## src/scd_pkg.sv

```systemverilog
// ----------------------------------------------------------------------------
// scd_pkg: shared constants, types and helpers
// Sizes, reset values, register indexes and controller/datapath structs
// for the stereo cross delay mixer.
// ----------------------------------------------------------------------------
`default_nettype none

package scd_pkg;

   localparam int DELAY_DEPTH = 512;
   localparam int PTR_BITS    = $clog2(DELAY_DEPTH);
   localparam int SAMPLE_BITS = 24;
   localparam int DEPTH_BITS  = 16;
   localparam int TAPS_BITS   = 9;
   localparam int SMOOTH_BITS = 32;
   localparam int CSR_BITS    = 16;
   localparam int CSR_IDX_BITS = 1;

   // one-pole smoothing coefficient, 131/65536
   localparam int COEF_BITS   = 8;
   localparam int COEF_SHIFT  = 16;
   localparam logic [COEF_BITS-1:0] SMOOTH_COEF = COEF_BITS'(131);

   // diff of two unsigned Q0.32 values, signed
   localparam int DIFF_BITS = SMOOTH_BITS + 2;
   localparam int STEP_BITS = DIFF_BITS + COEF_BITS + 1 - COEF_SHIFT;
   localparam int PROD_BITS = SAMPLE_BITS + SMOOTH_BITS + 1;
   localparam int WET_BITS  = PROD_BITS - SMOOTH_BITS;
   localparam int SUM_BITS  = SAMPLE_BITS + 2;

   localparam logic [DEPTH_BITS-1:0]  DEPTH_RESET  = DEPTH_BITS'(16384);
   localparam logic [TAPS_BITS-1:0]   TAPS_RESET   = TAPS_BITS'(48);
   localparam logic [SMOOTH_BITS-1:0] SMOOTH_RESET = SMOOTH_BITS'(32'h4000_0000);

   localparam logic [CSR_IDX_BITS-1:0] REG_DEPTH      = CSR_IDX_BITS'(0);
   localparam logic [CSR_IDX_BITS-1:0] REG_DELAY_TAPS = CSR_IDX_BITS'(1);

   typedef struct packed {
      logic accept;    // latch frame, write and read the delay stores
      logic smooth;    // apply the smoothing step
      logic mul_r;     // multiply delayed right by depth
      logic mul_l;     // finish left, multiply delayed left by depth
      logic load_out;  // finish right, load the output register
   } cmd_type;

   typedef struct packed {
      logic out_free;  // output register empty or being taken
   } status_type;

   function automatic logic signed [SAMPLE_BITS-1:0] saturate(
      input logic signed [SUM_BITS-1:0] v
   );
      logic signed [SUM_BITS-1:0] hi;
      logic signed [SUM_BITS-1:0] lo;
      hi = SUM_BITS'((64'sd1 <<< (SAMPLE_BITS - 1)) - 64'sd1);
      lo = -hi - SUM_BITS'(1);
      if (v > hi) begin
         return hi[SAMPLE_BITS-1:0];
      end else if (v < lo) begin
         return lo[SAMPLE_BITS-1:0];
      end
      return v[SAMPLE_BITS-1:0];
   endfunction

endpackage

`default_nettype wire

```

## src/scd_ctrl.sv

```systemverilog
// ----------------------------------------------------------------------------
// scd_ctrl: frame sequencer
// Steps one frame through smoothing, two shared multiplies and output load.
// ----------------------------------------------------------------------------
`default_nettype none

module scd_ctrl (
   input  wire logic                clock,
   input  wire logic                reset,
   input  wire logic                req_tvalid,
   output logic                     req_tready,
   input  wire scd_pkg::status_type status,
   output scd_pkg::cmd_type         cmd
);

   typedef enum logic [2:0] {
      S_IDLE,
      S_SMOOTH,
      S_MUL_R,
      S_MUL_L,
      S_DONE
   } state_type;

   state_type state_ff;

   always_ff @(posedge clock) begin
      if (reset) begin
         state_ff <= S_IDLE;
      end else begin
         unique case (state_ff)
            S_IDLE:   if (req_tvalid) state_ff <= S_SMOOTH;
            S_SMOOTH: state_ff <= S_MUL_R;
            S_MUL_R:  state_ff <= S_MUL_L;
            S_MUL_L:  state_ff <= S_DONE;
            S_DONE:   if (status.out_free) state_ff <= S_IDLE;
            default:  state_ff <= S_IDLE;
         endcase
      end
   end

   assign req_tready   = (state_ff == S_IDLE);
   assign cmd.accept   = (state_ff == S_IDLE) && req_tvalid;
   assign cmd.smooth   = (state_ff == S_SMOOTH);
   assign cmd.mul_r    = (state_ff == S_MUL_R);
   assign cmd.mul_l    = (state_ff == S_MUL_L);
   assign cmd.load_out = (state_ff == S_DONE) && status.out_free;

endmodule

`default_nettype wire

```

## config.mk

```make
export PLATFORM = sky130hd
export DESIGN_NAME = scd_ctrl
export DESIGN_NICKNAME = d
export VERILOG_FILES = /design/src/scd_pkg.sv /design/src/scd_ctrl.sv
export SDC_FILE = /design/constraint.sdc
export NUM_CORES = 1
export LEC_CHECK = 0
export BUFFER_PORTS_ARGS = -buffer_cell sky130_fd_sc_hd__buf_4
export CELL_PAD_IN_SITES_DETAIL_PLACEMENT = 0
export CELL_PAD_IN_SITES_GLOBAL_PLACEMENT = 1
export CORE_AREA = 2 2 39 41
export CTS_BUF_LIST = sky130_fd_sc_hd__clkbuf_8 sky130_fd_sc_hd__clkbuf_16
export DETAILED_ROUTE_END_ITERATION = 16
export DIE_AREA = 0 0 41 43
export GPL_TIMING_DRIVEN = 0
export PLACE_DENSITY_LB_ADDON = 0.1
export SYNTH_ARGS = -nofsm -noshare
export SYNTH_HDL_FRONTEND = slang
export SYNTH_SLANG_ARGS = --single-unit
```

## constraint.sdc

```tcl
create_clock -name clock -period 1.05 [get_ports clock]
set_input_delay 0.2625 -clock clock [delete_from_list [all_inputs] [get_ports clock]]
set_output_delay 0.2625 -clock clock [all_outputs]
set_load 0.02 [all_outputs]
```

* After elaboration in Yosys (flattened, before gate mapping)
Cells that the tools add are included.
** Storage, ports and cells
- Bits in latches :: 0
- Input bits :: 4
- Memory bits (writable) :: 0
- Register bits :: 3
- ROM bits :: 0
- Word-level logic and storage cells :: 14
- Output and inout port bits :: 6
- Memories kept :: 0
** Operators by class
- Order comparisons :: 0
- Bitwise logic cells :: 0
- Shifts and indexed selects :: 0
- Muxes and demuxes :: 3
- Reductions and logical operators :: 4
- Add/subtract/negate cells :: 0
- Eq/ne operators :: 6
- Divide/modulo/power cells :: 0
- Multipliers :: 0
** Operators by type and width (number)
- $pmux W3 S5 :: 1
- $eq A3 B2 Y1 const B :: 2
- $mux W3 :: 2
- $ne A2 B2 Y1 const B :: 2
- $eq A3 B1 Y1 const B :: 1
- $eq A3 B3 Y1 const B :: 1
- $logic_not A3 Y1 :: 1
- $logic_and A1 B1 Y1 :: 2
- $reduce_and A2 Y1 :: 1

* Depth between registers and ports, before layout
- Word-level depth :: 3
- Depth in mapped cells :: 3
- Depth with buffers taken out :: 2

* Least setup slack after synthesis
No wires, ideal clock.
- Path kind :: register to output
- Start point :: register state_ff[0]
- End point :: output cmd[4] in the netlist's numbering
- Data arrival time :: 1.095 ns
- Data required time :: 0.787 ns
- Path buffers :: 1
- Path slack :: -0.308 ns
- Stages on the path, launching flop included :: 4
- Cells stage by stage :: dfxtp_1 buf_12 nor3_2 and2_1
** RTL lines
- start: declaration :: line scd_ctrl.sv:24 : state_type state_ff;
- start signal: assignment :: line scd_ctrl.sv:28 : state_ff <= S_IDLE;
- start signal: assignment :: line scd_ctrl.sv:31 : S_IDLE: if (req_tvalid) state_ff <= S_SMOOTH;
- start signal: assignment :: line scd_ctrl.sv:32 : S_SMOOTH: state_ff <= S_MUL_R;
- end: declaration :: line scd_ctrl.sv:13 : output scd_pkg::cmd_type cmd

==> impl_metrics.ini <==
[critical_path]
required_ns = 0.79
path_buf_inv = 1
crit_chain = nor3_4 -> and2_4 -> buf_6
crit_path_top_delay_cell = dfxtp_4
critPathTopFamily = flip-flops
slowest_delay_ns = 0.36
crit_type = flip-flop to output port
endpoint_kind = output port
reg2reg_setup_slack_ns = 0.02
cp-start-kind = flip-flop
crit_arrival_ns = 1.04
cp_max_fo = 7

[placed_design]
hpwl_um = 324
routabilityCongestion = 0.645
place_area_um2 = 302
port_buffers = 9

[synth]
yosysWarningCount = 0
synth_cells = 18
seq_area_frac_synth_pct = 32.9
ys_types = 14
ys_ff_latch = 3
syn_area_per_cell_um2 = 10.1
syn_nets = 22
netlist_area_um2 = 183

[status]
violations = setup timing
status = complete, but fails checks

[grt]
grt_pass1_wl_um = 828
grt_use_total_pct = 7.52
grt_max_degree = 9
gr-total-overflow = 0
antenna_found_initial = 0
grt_pass1_vias = 213

[final_layout]
design_area_um2 = 395
largest_register_ffs = 3
n_fill_cell = 155
fin_nets = 41
final_core_util_pct = 28.6
final_cell_mix = buf_4 (12), buf_6 (4), clkbuf_8 (3), dfxtp_4 (3), nor3b_2 (2)
diodes = 0
biggestRegsByFlops = state_ff: 3 flops
regMostFlops = state_ff
drive_above_1_share_pct = 80.6
layout_commonest_cell = buf_4
area_growth_pct = 116

[power_and_ir_drop]
power_density_nw_per_um2 = 1690
vdd_drop_max_uv = 671
p_leak_nw = 0.193
power.total_mw = 0.667

[die]
die_w_um = 41
core_area_um2 = 1380
num_io_pins = 10
initial_core_util_pct = 13.2
dieArea_um2 = 1760
num_rows = 14
die_h_um = 43

[clock_network]
cts_sinks = 3
cts_hold_buf = 0
clockRootBuffer = clkbuf_8
insertion_delay_ns = 0.21
ctsLongestPathBuffers = 2
cts_tree = yes
clk_pin_slew_ns = 0.03
cts_buffers = 3
cts_htree_levels = 1

[sta]
worst_slew_pin_slew_ns = 0.219
hold_viol_final = 0
fin_ws_ns = -0.250
slew_headroom_pct = 85.3
rsz0062_at_grt = true
period_needed_ns = 1.30
tns_ns = -1.10
finClkSkew_ns = 0.00396
setup_viol = 6
finalCritPeriodShare_pct = 124
max_freq_ghz = 0.769
drv_slew = 0

[routing]
antenna_left = 0
totalWireLength_um = 491
via_count = 200
drtIter0Drc = 0
routedWlPerCell_um = 9.44
drt-vias-per-instance = 3.85
drc_errors = 0
firstDrtPassIters = 1

[run]
drv_cap = 0

[worst_hold_path]
hold_path_class = input pin to flip-flop
[cell type report]
cell class / count / area, um2 / share of cell area, %
Clock inverter: 1 / 3.75 / 0.949
Sequential cell: 3 / 71.3 / 18.0
Multi-Input combinational cell: 13 / 124 / 31.3
Clock buffer: 3 / 41.3 / 10.4
Tap cell: 16 / 20.0 / 5.06
Timing Repair Buffer: 16 / 135 / 34.2
[power breakdown]
group / internal (mW) / switching, mW / leakage, nW
Combinational: 0.120 / 0.0759 / 0.139
Sequential: 0.126 / 0.0248 / 0.0267
Clock: 0.249 / 0.0728 / 0.0269
[routing by layer]
layer,GRT usage (%),routed length [um],vias up
met4,8.00,14,0
met3,3.66,26,2
met1,7.37,185,93
met2,10.3,265,7
met5,0,0,-
li1,-,-,98
[final timing paths]
path                       startpoint                  endpoint  cells after the start
max          state_ff[0]$_SDFFE_PP0P_                    cmd[4]                      3
min                             reset  state_ff[1]$_SDFFE_PP0P_                      2
max reg2reg  state_ff[1]$_SDFFE_PP0P_  state_ff[2]$_SDFFE_PP0P_                      4
min reg2reg  state_ff[2]$_SDFFE_PP0P_  state_ff[1]$_SDFFE_PP0P_                      1
[cells in the mapped netlist, drive strengths merged]
master | instances | share of area [%]
and2 | 1 | 3.4
and3b | 1 | 4.8
buf | 2 | 14
dfxtp | 3 | 33
nand2 | 1 | 2.1
nor2 | 1 | 2.1
nor3 | 3 | 11
nor3b | 2 | 8.2
nor4 | 1 | 3.4
nor4b | 1 | 8.2
o21ba | 1 | 5.5
xnor2 | 1 | 4.8
[what timing repair did]
action | 4_1_cts | 5_1_grt
buffers inserted | 3 | 4
resized for setup | 7 | 3
endpoints found under the setup margin | 6 | 6
pin swaps | 4 | 2
hold endpoints to repair | 0 | 0
[worst reg2reg max path: cells and delay by family, from the launching register on]
kind,cells,cell delay [ns]
buffers and inverters,2,0.24
AOI/OAI and AO/OA,1,0.13
DFF,1,0.36
and+or+nand+nor,1,0.24
[through the flow]
stage	setup slack, ns	hold WS, ns	std cells
floorplan	-0.153	0.332	18
global placement	-0.118	0.444	43
detailed placement	-0.110	0.445	43
CTS	-0.291	0.220	49
global route	-0.307	0.218	52
finish	-0.250	0.218	52
[cells by family after synthesis]
logic type / count (synthesis) / share of synthesized area [%]
XOR/XNOR: 1 / 4.80
flip-flops: 3 / 32.9
AO/OA/AOI/OAI: 1 / 5.48
buffers and inverters: 2 / 13.7
AND/OR/NAND/NOR: 11 / 43.1
Power figures use the tool's default switching activity.
